`src/hw/rtl/bfd_pkg.sv`:
```
// Shared types and constants of the bridge frame decoder.
`timescale 1ns / 1ps
`default_nettype none
package bfd_pkg;

    localparam int unsigned MAX_FRAME_DEF   = 32;
    localparam int unsigned CHUNK_BYTES_DEF = 16;
    localparam int unsigned MAX_RESULTS     = 24;
    localparam int unsigned DATA_W          = 112;

    localparam logic [7:0]  SYNC_BYTE      = 8'hA5;
    localparam logic [7:0]  PROTO_VER      = 8'd2;
    localparam logic [7:0]  SPACE_CHAR     = 8'h20;
    localparam logic [15:0] FULL_SCALE_RST = 16'd4095;
    localparam logic [7:0]  SEG_ID_RST     = 8'd0;

    localparam logic [7:0] T_OUTPUT  = 8'd2;
    localparam logic [7:0] T_DIG_A   = 8'd3;
    localparam logic [7:0] T_DIG_B   = 8'd4;
    localparam logic [7:0] T_ANALOG  = 8'd5;
    localparam logic [7:0] T_GROUP   = 8'd6;
    localparam logic [7:0] T_SEGMENT = 8'd7;

    localparam logic REG_FULL_SCALE = 1'b0;
    localparam logic REG_SEG_ID     = 1'b1;

    typedef enum logic [2:0] {
        K_DIGITAL, K_ANALOG, K_OUTPUT, K_GROUP, K_SEGMENT, K_INVALID, K_DROPPED
    } t_kind;

    typedef enum logic [2:0] {
        C_DROP, C_INVALID, C_DIG, C_ANA, C_OUT, C_GRP, C_SEG, C_NONE
    } t_cls;

    typedef enum logic [3:0] {
        S_IDLE, S_CHECK, S_DIV, S_GRP_RD, S_GRP_EMIT, S_SEG_CHK, S_SEG_RD,
        S_SEG_WR, S_SEG_END, S_ASM, S_SEG_EMIT
    } t_state;

    typedef struct packed {
        logic  accept;
        logic  emit;
        t_kind ekind;
        logic  frame_clr;
        logic  div_start;
        logic  idx_clr;
        logic  idx_inc;
        logic  rd_en;
        logic  rd_seg;
        logic  seg_load;
        logic  chunk_wr;
        logic  asm_clr;
        logic  asm_step;
    } t_cmd;

    typedef struct packed {
        t_cls cls;
        logic seg_mismatch;
        logic seg_cnt_zero;
        logic seg_wr_last;
        logic seg_done;
        logic grp_last;
        logic div_busy;
        logic asm_last;
        logic out_free;
    } t_stat;

endpackage
`default_nettype wire

```
`src/hw/rtl/bfd_datapath.sv`:
```
// Datapath of the frame decoder: frame memory, checks, divider, digit assembly, output word.
`timescale 1ns / 1ps
`default_nettype none
module bfd_datapath
    import bfd_pkg::*;
#(
    parameter int unsigned MAX_FRAME   = MAX_FRAME_DEF,
    parameter int unsigned CHUNK_BYTES = CHUNK_BYTES_DEF
) (
    input  wire logic              i_clk,
    input  wire logic              i_rst_n,
    input  wire t_cmd              i_cmd,
    output t_stat                  o_stat,
    input  wire logic [7:0]        i_data,
    input  wire logic [15:0]       i_full_scale,
    input  wire logic [7:0]        i_seg_id,
    input  wire logic              i_tready,
    output logic                   o_tvalid,
    output logic [2:0]             o_tuser,
    output logic [DATA_W-1:0]      o_tdata,
    output logic                   o_tlast
);

    localparam int AW  = $clog2(MAX_FRAME);
    localparam int CW  = $clog2(MAX_FRAME + 1);
    localparam int CHW = $clog2(CHUNK_BYTES);
    localparam int PW  = (CHW >= 4) ? CHW + 1 : 4;
    localparam int NCAP = 11;

    // Frame gathering.
    logic [7:0]    r_frame [MAX_FRAME];
    logic [7:0]    r_rdata;
    logic [CW-1:0] r_count;
    logic [7:0]    r_xor;
    logic          r_ovf;
    logic [7:0]    r_cap [NCAP];
    logic [AW-1:0] r_idx;

    // Divider.
    logic [25:0] r_rem;
    logic [9:0]  r_quot;
    logic [3:0]  r_dstep;
    logic        r_div_busy;

    // Segment text.
    logic [7:0]    r_seg_len, r_seg_sub, r_seg_pts, r_seg_mask;
    logic [7:0]    r_chunk [CHUNK_BYTES];
    logic [7:0]    r_digit [8];
    logic [2:0]    r_dsel;
    logic [PW-1:0] r_pos;

    // Output word.
    logic        r_out_valid;
    t_kind       r_kind;
    logic [7:0]  r_type, r_mod, r_chan, r_grp;
    logic        r_val, r_last;
    logic [15:0] r_raw;
    logic [9:0]  r_pct;
    logic [23:0] r_th, r_tl;

    logic [7:0]  p0, p1, p2, p3, p4, p5, p6, len, ftype, rx_type, grp_n;
    logic        hdr_ok, out_free;
    logic [15:0] raw, lim;
    logic [25:0] trial;
    logic [AW-1:0] rd_addr;
    logic [CHW-1:0] wr_idx;
    logic [8:0]  seg_off_sum;

    assign ftype = r_cap[2];
    assign len   = r_cap[3];
    assign p0    = r_cap[4];
    assign p1    = r_cap[5];
    assign p2    = r_cap[6];
    assign p3    = r_cap[7];
    assign p4    = r_cap[8];
    assign p5    = r_cap[9];
    assign p6    = r_cap[10];

    assign rx_type  = (r_count >= CW'(3)) ? ftype : 8'd0;
    assign hdr_ok   = (r_count >= CW'(5)) && (r_cap[0] == SYNC_BYTE) &&
                      (r_cap[1] == PROTO_VER) && (r_xor == 8'd0) &&
                      (9'(r_count) == 9'(len) + 9'd5);
    assign raw      = {p3, p2};
    assign lim      = (raw < i_full_scale) ? raw : i_full_scale;
    assign trial    = 26'(i_full_scale) << r_dstep;
    assign grp_n    = (p2 > 8'(MAX_RESULTS)) ? 8'(MAX_RESULTS) : p2;
    assign out_free = !r_out_valid || i_tready;
    assign rd_addr  = i_cmd.rd_seg ? AW'(32'(r_idx) + 32'd11) : AW'(32'(r_idx) + 32'd7);
    assign wr_idx   = CHW'(9'(p1) + 9'(r_idx));
    assign seg_off_sum = 9'(p1) + 9'(p3);

    always_comb begin
        if (r_ovf) begin
            o_stat.cls = C_DROP;
        end else if (!hdr_ok) begin
            o_stat.cls = C_INVALID;
        end else if ((ftype == T_DIG_A || ftype == T_DIG_B) && len == 8'd3) begin
            o_stat.cls = C_DIG;
        end else if (ftype == T_ANALOG && len == 8'd4) begin
            o_stat.cls = C_ANA;
        end else if (ftype == T_OUTPUT && len == 8'd2) begin
            o_stat.cls = C_OUT;
        end else if (ftype == T_GROUP && len >= 8'd4 && 9'(len) == 9'(p2) + 9'd3) begin
            o_stat.cls = C_GRP;
        end else if (ftype == T_SEGMENT && len >= 8'd7 && p0 == i_seg_id &&
                     9'(p3) + 9'd7 == 9'(len) &&
                     seg_off_sum <= 9'(CHUNK_BYTES - 1) &&
                     9'(p2) < 9'(CHUNK_BYTES)) begin
            o_stat.cls = C_SEG;
        end else begin
            o_stat.cls = C_NONE;
        end
        o_stat.seg_mismatch = (p2 != r_seg_len) || (p4 != r_seg_sub) ||
                              (p5 != r_seg_pts) || (p6 != r_seg_mask);
        o_stat.seg_cnt_zero = (p3 == 8'd0);
        o_stat.seg_wr_last  = (8'(r_idx) == p3 - 8'd1);
        o_stat.seg_done     = (seg_off_sum == 9'(r_seg_len));
        o_stat.grp_last     = (8'(r_idx) == grp_n - 8'd1);
        o_stat.div_busy     = r_div_busy;
        o_stat.asm_last     = (r_dsel == 3'd0);
        o_stat.out_free     = out_free;
    end

    // Frame memory with registered read.
    always_ff @(posedge i_clk) begin
        if (i_cmd.accept && r_count < CW'(MAX_FRAME)) begin
            r_frame[r_count[AW-1:0]] <= i_data;
        end
        if (i_cmd.rd_en) begin
            r_rdata <= r_frame[rd_addr];
        end
    end

    always_ff @(posedge i_clk) begin
        if (i_cmd.accept && r_count < CW'(MAX_FRAME)) begin
            for (int k = 0; k < NCAP; k++) begin
                if (r_count == CW'(k)) begin
                    r_cap[k] <= i_data;
                end
            end
        end
    end

    always_ff @(posedge i_clk) begin
        if (!i_rst_n) begin
            r_count <= '0;
            r_xor   <= '0;
            r_ovf   <= 1'b0;
            r_idx   <= '0;
        end else begin
            if (i_cmd.frame_clr) begin
                r_count <= '0;
                r_xor   <= '0;
                r_ovf   <= 1'b0;
            end else if (i_cmd.accept) begin
                if (r_count < CW'(MAX_FRAME)) begin
                    r_count <= r_count + CW'(1);
                    r_xor   <= r_xor ^ i_data;
                end else begin
                    r_ovf <= 1'b1;
                end
            end
            if (i_cmd.idx_clr) begin
                r_idx <= '0;
            end else if (i_cmd.idx_inc) begin
                r_idx <= r_idx + AW'(1);
            end
        end
    end

    // Restoring divider: one quotient bit per cycle, ten bits in all.
    always_ff @(posedge i_clk) begin
        if (!i_rst_n) begin
            r_div_busy <= 1'b0;
        end else if (i_cmd.div_start) begin
            r_div_busy <= 1'b1;
        end else if (r_div_busy && r_dstep == 4'd0) begin
            r_div_busy <= 1'b0;
        end
    end

    always_ff @(posedge i_clk) begin
        if (i_cmd.div_start) begin
            r_rem   <= 26'(lim) * 26'(1000);
            r_quot  <= '0;
            r_dstep <= 4'd9;
        end else if (r_div_busy) begin
            if (r_rem >= trial) begin
                r_rem <= r_rem - trial;
                r_quot[r_dstep] <= 1'b1;
            end
            if (r_dstep != 4'd0) begin
                r_dstep <= r_dstep - 4'd1;
            end
        end
    end

    // Segment state, chunk store and digit store.
    always_ff @(posedge i_clk) begin
        if (!i_rst_n) begin
            r_seg_len  <= '0;
            r_seg_sub  <= '0;
            r_seg_pts  <= '0;
            r_seg_mask <= '0;
            for (int k = 0; k < CHUNK_BYTES; k++) begin
                r_chunk[k] <= '0;
            end
            for (int k = 0; k < 8; k++) begin
                r_digit[k] <= SPACE_CHAR;
            end
            r_dsel <= '0;
            r_pos  <= '0;
        end else begin
            if (i_cmd.seg_load && p1 == 8'd0) begin
                r_seg_len  <= p2;
                r_seg_sub  <= p4;
                r_seg_pts  <= p5;
                r_seg_mask <= p6;
                for (int k = 0; k < CHUNK_BYTES; k++) begin
                    r_chunk[k] <= '0;
                end
            end
            if (i_cmd.chunk_wr) begin
                r_chunk[wr_idx] <= r_rdata;
            end
            if (i_cmd.asm_clr) begin
                r_dsel <= 3'd7;
                r_pos  <= '0;
            end else if (i_cmd.asm_step) begin
                // Placed digits take chunk bytes in order; past the text length they blank.
                if (r_seg_mask[r_dsel]) begin
                    if (8'(r_pos) < r_seg_len && 32'(r_pos) < CHUNK_BYTES) begin
                        r_digit[r_dsel] <= r_chunk[r_pos[CHW-1:0]];
                        r_pos <= r_pos + PW'(1);
                    end else begin
                        r_digit[r_dsel] <= SPACE_CHAR;
                    end
                end
                r_dsel <= r_dsel - 3'd1;
            end
        end
    end

    // Output register.
    always_ff @(posedge i_clk) begin
        if (!i_rst_n) begin
            r_out_valid <= 1'b0;
        end else if (i_cmd.emit) begin
            r_out_valid <= 1'b1;
        end else if (i_tready) begin
            r_out_valid <= 1'b0;
        end
    end

    always_ff @(posedge i_clk) begin
        if (i_cmd.emit) begin
            r_kind <= i_cmd.ekind;
            r_type <= ftype;
            r_mod  <= '0;
            r_chan <= '0;
            r_val  <= 1'b0;
            r_grp  <= '0;
            r_raw  <= '0;
            r_pct  <= '0;
            r_th   <= '0;
            r_tl   <= '0;
            r_last <= 1'b1;
            case (i_cmd.ekind)
                K_DIGITAL: begin
                    r_mod  <= p0;
                    r_chan <= p1;
                    r_val  <= (p2 != 8'd0);
                end
                K_ANALOG: begin
                    r_mod <= p0;
                    r_raw <= raw;
                    r_pct <= (i_full_scale == 16'd0) ? 10'd0 : r_quot;
                end
                K_OUTPUT: begin
                    r_chan <= p0;
                    r_val  <= (p1 != 8'd0);
                end
                K_GROUP: begin
                    r_mod  <= p0;
                    r_val  <= (p1 != 8'd0);
                    r_chan <= 8'(r_idx) << 3;
                    r_grp  <= r_rdata;
                    r_last <= o_stat.grp_last;
                end
                K_SEGMENT: begin
                    r_mod <= p0;
                    r_th  <= {r_digit[5], r_digit[4], r_digit[3]};
                    r_tl  <= {r_digit[2], r_digit[1], r_digit[0]};
                end
                K_INVALID: begin
                    r_type <= rx_type;
                end
                K_DROPPED: begin
                    r_type <= '0;
                end
                default: begin
                    r_type <= '0;
                end
            endcase
        end
    end

    assign o_tvalid = r_out_valid;
    assign o_tuser  = r_kind;
    assign o_tlast  = r_last;
    assign o_tdata  = {5'd0, r_tl, r_th, r_pct, r_raw, r_grp, r_val, r_chan, r_mod, r_type};

    a_count_bound: assert property (@(posedge i_clk) disable iff (!i_rst_n)
        r_count <= CW'(MAX_FRAME))
        else $error("byte count beyond frame buffer");
    a_ovf_full: assert property (@(posedge i_clk) disable iff (!i_rst_n)
        r_ovf |-> r_count == CW'(MAX_FRAME))
        else $error("overflow flagged with buffer not full");
    a_emit_free: assert property (@(posedge i_clk) disable iff (!i_rst_n)
        i_cmd.emit |-> out_free)
        else $error("result word overwritten before it was taken");

endmodule
`default_nettype wire

```
`src/hw/rtl/bfd_ctrl.sv`:
```
// Controller state machine of the frame decoder.
`timescale 1ns / 1ps
`default_nettype none
module bfd_ctrl
    import bfd_pkg::*;
(
    input  wire logic  i_clk,
    input  wire logic  i_rst_n,
    input  wire logic  i_tvalid,
    input  wire logic  i_tlast,
    output logic       o_tready,
    input  wire t_stat i_stat,
    output t_cmd       o_cmd
);

    t_state r_state, n_state;

    always_ff @(posedge i_clk) begin
        if (!i_rst_n) begin
            r_state <= S_IDLE;
        end else begin
            r_state <= n_state;
        end
    end

    always_comb begin
        n_state      = r_state;
        o_cmd        = '0;
        o_tready     = (r_state == S_IDLE);
        o_cmd.accept = i_tvalid && (r_state == S_IDLE);
        case (r_state)
            S_IDLE: begin
                if (o_cmd.accept && i_tlast) begin
                    n_state = S_CHECK;
                end
            end
            S_CHECK: begin
                case (i_stat.cls)
                    C_DROP, C_INVALID, C_DIG, C_OUT: begin
                        if (i_stat.out_free) begin
                            o_cmd.emit      = 1'b1;
                            o_cmd.frame_clr = 1'b1;
                            n_state         = S_IDLE;
                        end
                        case (i_stat.cls)
                            C_DROP:    o_cmd.ekind = K_DROPPED;
                            C_INVALID: o_cmd.ekind = K_INVALID;
                            C_DIG:     o_cmd.ekind = K_DIGITAL;
                            default:   o_cmd.ekind = K_OUTPUT;
                        endcase
                    end
                    C_ANA: begin
                        o_cmd.div_start = 1'b1;
                        n_state         = S_DIV;
                    end
                    C_GRP: begin
                        o_cmd.idx_clr = 1'b1;
                        n_state       = S_GRP_RD;
                    end
                    C_SEG: begin
                        o_cmd.seg_load = 1'b1;
                        n_state        = S_SEG_CHK;
                    end
                    default: begin
                        o_cmd.frame_clr = 1'b1;
                        n_state         = S_IDLE;
                    end
                endcase
            end
            S_DIV: begin
                o_cmd.ekind = K_ANALOG;
                if (!i_stat.div_busy && i_stat.out_free) begin
                    o_cmd.emit      = 1'b1;
                    o_cmd.frame_clr = 1'b1;
                    n_state         = S_IDLE;
                end
            end
            S_GRP_RD: begin
                o_cmd.rd_en = 1'b1;
                n_state     = S_GRP_EMIT;
            end
            S_GRP_EMIT: begin
                o_cmd.ekind = K_GROUP;
                if (i_stat.out_free) begin
                    o_cmd.emit = 1'b1;
                    if (i_stat.grp_last) begin
                        o_cmd.frame_clr = 1'b1;
                        n_state         = S_IDLE;
                    end else begin
                        o_cmd.idx_inc = 1'b1;
                        n_state       = S_GRP_RD;
                    end
                end
            end
            S_SEG_CHK: begin
                o_cmd.ekind = K_INVALID;
                if (i_stat.seg_mismatch) begin
                    if (i_stat.out_free) begin
                        o_cmd.emit      = 1'b1;
                        o_cmd.frame_clr = 1'b1;
                        n_state         = S_IDLE;
                    end
                end else if (i_stat.seg_cnt_zero) begin
                    n_state = S_SEG_END;
                end else begin
                    o_cmd.idx_clr = 1'b1;
                    n_state       = S_SEG_RD;
                end
            end
            S_SEG_RD: begin
                o_cmd.rd_en  = 1'b1;
                o_cmd.rd_seg = 1'b1;
                n_state      = S_SEG_WR;
            end
            S_SEG_WR: begin
                o_cmd.chunk_wr = 1'b1;
                if (i_stat.seg_wr_last) begin
                    n_state = S_SEG_END;
                end else begin
                    o_cmd.idx_inc = 1'b1;
                    n_state       = S_SEG_RD;
                end
            end
            S_SEG_END: begin
                if (i_stat.seg_done) begin
                    o_cmd.asm_clr = 1'b1;
                    n_state       = S_ASM;
                end else begin
                    o_cmd.frame_clr = 1'b1;
                    n_state         = S_IDLE;
                end
            end
            S_ASM: begin
                o_cmd.asm_step = 1'b1;
                if (i_stat.asm_last) begin
                    n_state = S_SEG_EMIT;
                end
            end
            S_SEG_EMIT: begin
                o_cmd.ekind = K_SEGMENT;
                if (i_stat.out_free) begin
                    o_cmd.emit      = 1'b1;
                    o_cmd.frame_clr = 1'b1;
                    n_state         = S_IDLE;
                end
            end
            default: begin
                n_state = S_IDLE;
            end
        endcase
    end

endmodule
`default_nettype wire

```
`src/hw/rtl/bridge_frame_decoder_unit.sv`:
```
// Top level of the bridge frame decoder: configuration registers and the two halves.
//
// Input stream: one frame byte per word on s_axis_tdata, s_axis_tlast on the last
// byte of a bus transaction. Output stream: decoded events, kind on m_axis_tuser,
// m_axis_tlast on the final event of a frame. Configuration through the APB port:
// full scale at address 0, segment module number at address 4; write only while idle.
// A byte that does not end a frame is taken while idle, and the input stays ready
// for the next one. The end byte starts the decode, during which no byte is taken.
// A digital, output, invalid or dropped event goes to the output register from the
// check state; an analog event waits for the bit-serial divider; each group event
// follows its own frame memory read; segment text is copied one chunk byte at a
// time and then assembled into digits before it is emitted. A frame that decodes
// to nothing frees the input without an event.
// The result sits in an output register, so a stalled receiver holds the decode at
// its next event while bytes of a following frame are still taken once it is idle.
// Reset clears the byte count, checksum, segment state and chunk store, sets all
// digits to spaces and the registers to their defaults; no clearing pass is needed.
`timescale 1ns / 1ps
`default_nettype none
module bridge_frame_decoder_unit
    import bfd_pkg::*;
#(
    parameter int unsigned MAX_FRAME   = MAX_FRAME_DEF,
    parameter int unsigned CHUNK_BYTES = CHUNK_BYTES_DEF
) (
    input  wire logic              i_clk,
    input  wire logic              i_rst_n,
    input  wire logic              s_axis_tvalid,
    output logic                   s_axis_tready,
    input  wire logic [7:0]        s_axis_tdata,   // data_byte
    input  wire logic              s_axis_tlast,
    output logic                   m_axis_tvalid,
    input  wire logic              m_axis_tready,
    // frame_type, module_res, channel, value, bit_group, raw, percent_tenths,
    // text_high, text_low, zero fill
    output logic [DATA_W-1:0]      m_axis_tdata,
    output logic [2:0]             m_axis_tuser,   // kind
    output logic                   m_axis_tlast,
    input  wire logic              psel,
    input  wire logic              penable,
    input  wire logic              pwrite,
    input  wire logic [2:0]        paddr,
    input  wire logic [31:0]       pwdata,
    output logic [31:0]            prdata,
    output logic                   pready
);

    logic [15:0] r_full_scale;
    logic [7:0]  r_seg_id;
    t_cmd        cmd;
    t_stat       stat;

    assign pready = 1'b1;

    always_ff @(posedge i_clk) begin
        if (!i_rst_n) begin
            r_full_scale <= FULL_SCALE_RST;
            r_seg_id     <= SEG_ID_RST;
        end else if (psel && penable && pwrite && pready) begin
            if (paddr[2] == REG_FULL_SCALE) begin
                r_full_scale <= pwdata[15:0];
            end else begin
                r_seg_id <= pwdata[7:0];
            end
        end
    end

    assign prdata = (paddr[2] == REG_SEG_ID) ? {24'd0, r_seg_id} : {16'd0, r_full_scale};

    bfd_ctrl u_ctrl (
        .i_clk    (i_clk),
        .i_rst_n  (i_rst_n),
        .i_tvalid (s_axis_tvalid),
        .i_tlast  (s_axis_tlast),
        .o_tready (s_axis_tready),
        .i_stat   (stat),
        .o_cmd    (cmd)
    );

    bfd_datapath #(
        .MAX_FRAME   (MAX_FRAME),
        .CHUNK_BYTES (CHUNK_BYTES)
    ) u_datapath (
        .i_clk        (i_clk),
        .i_rst_n      (i_rst_n),
        .i_cmd        (cmd),
        .o_stat       (stat),
        .i_data       (s_axis_tdata),
        .i_full_scale (r_full_scale),
        .i_seg_id     (r_seg_id),
        .i_tready     (m_axis_tready),
        .o_tvalid     (m_axis_tvalid),
        .o_tuser      (m_axis_tuser),
        .o_tdata      (m_axis_tdata),
        .o_tlast      (m_axis_tlast)
    );

endmodule
`default_nettype wire
```
`config.mk`:
```
export PLATFORM = sky130hd
export DESIGN_NAME = bridge_frame_decoder_unit
export DESIGN_NICKNAME = d
export VERILOG_FILES = /design/src/hw/rtl/bfd_pkg.sv /design/src/hw/rtl/bfd_datapath.sv /design/src/hw/rtl/bfd_ctrl.sv /design/src/hw/rtl/bridge_frame_decoder_unit.sv
export SDC_FILE = /design/constraint.sdc
export NUM_CORES = 1
export LEC_CHECK = 0
export BUFFER_PORTS_ARGS = -buffer_cell sky130_fd_sc_hd__buf_2
export CAP_MARGIN = 15
export CORE_AREA = 3 3 365 367
export CTS_CLUSTER_DIAMETER = 120
export CTS_CLUSTER_SIZE = 40
export DETAILED_ROUTE_END_ITERATION = 8
export DIE_AREA = 0 0 368 370
export GPL_ROUTABILITY_DRIVEN = 0
export GPL_TIMING_DRIVEN = 0
export SYNTH_ARGS = -nofsm -noshare
export SYNTH_HDL_FRONTEND = slang
export SYNTH_SLANG_ARGS = --single-unit
```
`constraint.sdc`:
```
create_clock -name i_clk -period 10.2 [get_ports i_clk]
set_input_delay 1.02 -clock i_clk [delete_from_list [all_inputs] [get_ports i_clk]]
set_output_delay 1.02 -clock i_clk [all_outputs]
set_load 0.01 [all_outputs]
```
Word level (Yosys, flattened, before mapping)
Memories as Yosys holds them, arrays and structs flattened. A register that Yosys moved wholly into a read port is not among the register bits.
Index checks and enable logic that the tools add are counted.

storage, ports and cells
  input bits = 51
  RAM bits = 536
  flip-flop bits (word level) = 193
  logic and storage cells = 408
  memories = 4
  output and inout port bits = 151

cells by class
  order comparisons = 15
  reduce and logical (&&, ||, !) cells = 86
  equality and inequality tests = 57
  bitwise gates (word level) = 23
  shift operators = 1
  multiplexer cells = 178
  add/sub/neg operators = 15
  multipliers = 1

memories
  memory              words  width  read ports  clocked after Yosys merged registers in  write ports  line                RTL
  u_datapath.r_frame  32     8      1           1                                        1            bfd_datapath.sv:31  logic [7:0] r_frame [MAX_FRAME];
  u_datapath.r_chunk  16     8      1           1                                        16           bfd_datapath.sv:47  logic [7:0] r_chunk [CHUNK_BYTES];
  u_datapath.r_cap    11     8      11          0                                        1            bfd_datapath.sv:36  logic [7:0] r_cap [NCAP];
  u_datapath.r_digit  8      8      6           6                                        8            bfd_datapath.sv:48  logic [7:0] r_digit [8];

operators with widths
  kind                   count
  $mux 8                 31
  $reduce_or 8->1        12
  $mux 1                 95
  $mux 4                 23
  $mux 26                3
  $pmux 4 s11            1
  $eq 8x2->1 const B     5
  $eq 8x3->1 const B     5
  $mux 16                2
  $ne 8x8->1             4
  $mux 3                 9
  $ge 26x26->1           1
  $shl 16x4->26          1
  $sub 26x26->26         1
  $eq 6x3->1 const B     4
  $logic_and 1x1->1      24
  $logic_not 8->1        3
  $pmux 8 s3             1
  $mul 16x7->23 const B  1
  $pmux 4 s5             1
  $add 8x3->9 const B    2
  $eq 6x4->1 const B     3
  $eq 9x8->1             2
  $or 1x1->1             17
  67 further kinds       125

Depth between registers and ports, before layout
An unclocked memory read counts as a cell.

  depth in word-level cells = 23
  depth in mapped cells = 27
  depth with buffers taken out = 25

Modules after synthesis
From an unflattened synthesis, not the netlist that was laid out.

second synthesis, totals
  cell total of the unflattened synthesis = 3,031
  area total of the unflattened synthesis = 39,192.6 um^2

modules (own cells, without submodules)
  module                     cells an instance  times used  area an instance (um^2)  sequential area each (um^2)
  bfd_datapath               2,779              1           37,143.1                 21,540.7
  bridge_frame_decoder_unit  143                1           1,327.5                  480.5
  bfd_ctrl                   109                1           721.9                    80.1

Worst setup path after synthesis
OpenSTA, ideal clock, no wires.

  kind = register to register
  start point = memory u_datapath.r_cap[3][1]
  end point = register u_datapath.r_last (netlist: u_datapath.o_tlast), enable pin
  arrival time = 7.348 ns
  buffers on the path = 1
  clock period less this slack = 7.966 ns
  setup slack = 2.234 ns
  setup time = 0.618 ns
  required time = 9.582 ns
  cell stages (with the launch flop) = 10
  cell sequence = edfxtp_1 -> ha_1 -> clkbuf_1 -> xnor2_1 -> o21ai_0 -> and3_1 -> o211ai_1 -> a211oi_4 -> o211a_1 -> a21oi_1

RTL lines
  item                  line                 RTL
  start, declared       bfd_datapath.sv:36
  end signal, assigned  bfd_datapath.sv:288  r_last <= o_stat.grp_last;
  end, declared         bfd_datapath.sv:56   logic r_val, r_last;

==> flow_metrics.py <==
metrics = {
    "grt": {
        "antenna_found_initial": 12,
        "grt_pass1_wl_mm": 161,
        "grt_pass1_vias": 24600,
        "grt_usage_pct": 15.5,
        "grt.overflow.total": 0,
        "grt_max_degree": 45,
    },
    "drt": {
        "wl_per_cell_um": 21.6,
        "viasPerCell": 5.00,
        "routed_wl_mm": 108,
        "first_pass_iters": 5,
        "ant_nets": 0,
        "route.detailed.drc": 0,
        "drt_iter0_markers": 2442,
        "route.vias.total": 25000,
    },
    "floorplan": {
        "die_h_um": 370,
        "core_mm2": 0.130,
        "start_util_pct": 30.0,
        "dieWidth_um": 368,
        "rows": 132,
        "pin_count": 202,
        "die_area_mm2": 0.136,
    },
    "power_and_ir_drop": {
        "power_density_mw_per_mm2": 137,
        "ir_drop_v": 0.000119,
        "leakage_nw": 15.2,
    },
    "synthesis": {
        "synth_edf_count": 662,
        "yosysTopAreaCell": "edfxtp_1",
        "ys.flop_type": "edfxtp_1",
        "postSynth.asyncResetShare_pct": 0,
        "synth.distinct_cells": 89,
        "yosysSeqAreaShare_pct": 56.8,
        "synth.area.top_cells": "edfxtp_1, mux4_2, dfxtp_1",
        "synth_top_cell_area_share_pct": 51.1,
        "yosys_warnings": 0,
        "synth.ff_latch_count": 773,
        "syn_avg_cell_area_um2": 12.9,
        "postSynthCellCount": 3009,
        "syn_area_mm2": 0.0389,
    },
    "setup_path": {
        "cp-endpoint": "u_datapath.r_rem[24]$_DFFE_PP_",
        "reg2reg_slack_ps": 1890,
        "arrival_ps": 8700,
        "rr_startpoint": "u_datapath.r_cap[6][0]$_DFFE_PP_",
        "critPathKind": "reg2reg",
        "r2r_end": "u_datapath.r_rem[24]$_DFFE_PP_",
        "worstPathMaxFanout": 10,
        "crit_path_start": "u_datapath.r_cap[6][0]$_DFFE_PP_",
        "critPathRequiredTime_ps": 10590,
        "reg2regPathDepth": 23,
        "end_kind": "flip-flop",
        "start_kind": "flip-flop",
    },
    "layout": {
        "fill_cells": 12900,
        "multiInputGateArea_mm2": 0.0156,
        "layout-drive-gt1-share_pct": 12.8,
        "ff_latch_area_mm2": 0.0221,
        "nNetsFinal": 3474,
        "final_area_mm2": 0.0432,
        "area_growth_pct": 10.9,
    },
    "clock_tree": {
        "cts_setup_buffers": 0,
        "cts_made_buffers": 27,
        "cts_buffer_depth": 3,
        "hold_buffers": 0,
        "cts_tree": "yes",
        "cts_sinks": 773,
        "postCtsResizedCells": 0,
        "root_buffer": "clkbuf_16",
        "cts_max_level": 1,
        "clkLatencyLatePin_ps": 690,
        "clk_pin_slew_ps": 140,
    },
    "placed_design": {
        "numPortBuffers": 159,
        "dp_hpwl_mm": 80.7,
        "place_area_mm2": 0.0422,
        "post-place-ws_ps": 1870,
    },
    "sta": {
        "period_share_pct": 81.4,
        "tightest_slew_ps": 1190,
        "setup_viol": 0,
        "finalClockSkew_ps": 60.9,
        "max_slew_margin_pct": 20.5,
        "rsz0062_at_grt": "false",
        "slew_viol_final": 0,
        "fin_crit_ps": 8310,
        "fmax_ghz": 0.120,
        "hold_viol_final": 0,
        "setup_slack_ps": 1890,
    },
    "min_path": {
        "hold_path.class": "reg2reg",
    },
    "flow_run": {
        "maxCapViolCount": 0,
    },
    "outcome": {
        "status": "finished clean",
    },
}
synth_stat cells, drive strengths merged, types with 25 or more instances:
cell and instances:
a21oi 93, a31oi 28, and2 240, and3 25
buf 56, clkbuf 120, dfxtp 111, edfxtp 662
fa 57, ha 132, inv 137, mux2i 62
mux4 124, nand2 238, nand3 51, nand4 25
nor2 164, nor3 49, nor4 41, o211ai 29
o21ai 87, or3 30, xnor2 59, xor2 89
cells in the final DEF, fill, tap and decap left out, types with 11 or more instances in the layout:
master     netlist  layout
and2_1         240     240
mux4_2         124     124
buf_1           18      18
clkbuf_16        0      27
inv_1          137     137
nand2b_1        21      21
nor4_1          41      38
o211ai_1        29      29
a21o_1          24      24
xor2_1          89      89
dfxtp_1        111     111
clkbuf_1       120     132
o21ai_0         86      85
a211oi_1        18      18
a21oi_1         92      91
nor3_1          48      48
nand4_1         25      25
nand3b_1        14      14
or3_1           30      30
a31oi_1         28      28
buf_2           10     175
nor2_1         164     164
mux2i_1         62      62
o21bai_1        11      11
buf_4           26      32
fa_1            57      57
o31ai_1         18      18
conb_1           2      22
nand3_1         50      50
xnor2_1         59      59
edfxtp_1       662     662
nand2_1        238     238
ha_1           132     132
nor2b_1         24      24
and3_1          25      25
where the power goes:
| group | internal [W] | switching [W] |
|---|---|---|
| Sequential | 0.00350 | 0.0000314 |
| Combinational | 0.000284 | 0.000486 |
| Clock | 0.000576 | 0.00104 |
| Total | 0.00436 | 0.00156 |
flip-flops by register name, indices dropped and copies added (netlist names), 10 cells and up, named ones only:
register            flops
u_datapath.r_cap       88
u_datapath.r_tl        24
u_datapath.r_digit     48
u_datapath.r_chunk    128
u_datapath.r_frame    256
r_full_scale           16
u_datapath.r_pct       10
u_datapath.r_quot      10
u_datapath.r_th        24
u_datapath.r_rem       26
u_datapath.r_raw       16
through the flow:
stage	hold WS, ps	cells	utilization, %	power (W)	TNS (ps)
finish	481	5005	33.3	0.00592	0
floorplan	429	3029	-	0.00410	0
detailed placement	454	4941	32.5	0.00437	0
CTS	483	4991	33.2	0.00596	0
global placement	445	4930	32.3	0.00437	-153000
global route	497	4997	33.3	0.00616	0
kinds of logic after synthesis:
family                   after synthesis  share of synthesized area (%)
flip-flops                           773                           56.8
AO/OA/AOI/OAI                        405                           6.91
buffers and inverters                314                           3.35
adder cells (fa/ha/maj)              189                           7.17
multiplexers                         196                           9.06
other                                  2                         0.0193
XOR/XNOR                             150                           3.44
AND/OR/NAND/NOR                      980                           13.3
routing by layer:
layer  GRT usage (%)  wire length (µm)  up-vias
met5               0                52        -
met4            4.04              2830       10
met3            2.46              7710      130
met2            24.6             49300      861
met1            22.1             48100    12500
li1                -                 -    11500
worst max-delay path, stage by stage (launching register included):
cell and delay (ps):
edfxtp_1 460, clkbuf_1 440, nand2b_1 290, a21o_1 220, a211oi_1 250, o21ai_0 150
a2111o_1 390, o21ai_1 190, buf_2 350, mux2i_1 700, inv_1 210, fa_1 580
fa_1 460, fa_1 570, fa_1 430, ha_1 390, nand2_1 70, o21ai_0 380
nor3_1 80, o21a_1 130, o41ai_1 640, a31oi_1 190, xor2_1 350, o21ai_0 120
how the worst min path moves through the flow:
stage / startpoint / endpoint / slack [ps] / cells after the start
final: u_datapath.r_seg_sub[2]$_SDFFE_PN0P_ / u_datapath.r_seg_sub[2]$_SDFFE_PN0P_ / 480 / 2
after global routing: u_datapath.r_seg_pts[6]$_SDFFE_PN0P_ / u_datapath.r_seg_pts[6]$_SDFFE_PN0P_ / 500 / 2
after CTS: u_datapath.r_seg_sub[4]$_SDFFE_PN0P_ / u_datapath.r_seg_sub[4]$_SDFFE_PN0P_ / 480 / 2
after detailed placement: u_datapath.r_quot[2]$_SDFFE_PP0P_ / u_datapath.r_quot[2]$_SDFFE_PP0P_ / 450 / 2
after global placement: u_datapath.r_quot[1]$_SDFFE_PP0P_ / u_datapath.r_quot[1]$_SDFFE_PP0P_ / 450 / 2
after floorplan: u_datapath.r_quot[0]$_SDFFE_PP0P_ / u_datapath.r_quot[0]$_SDFFE_PP0P_ / 430 / 2
area by class of cell:
type                            instances  share of cell area, %
Inverter                              138                   1.20
Multi-Input combinational cell       1942                   36.2
Clock inverter                         11                  0.614
Buffer                                176                   1.82
Antenna cell                            8                 0.0463
Clock buffer                           39                   1.67
Tap cell                             1742                   5.05
Sequential cell                       773                   51.2
Timing Repair Buffer                  176                   2.22
No activity file was read; power rests on OpenSTA's default activity.
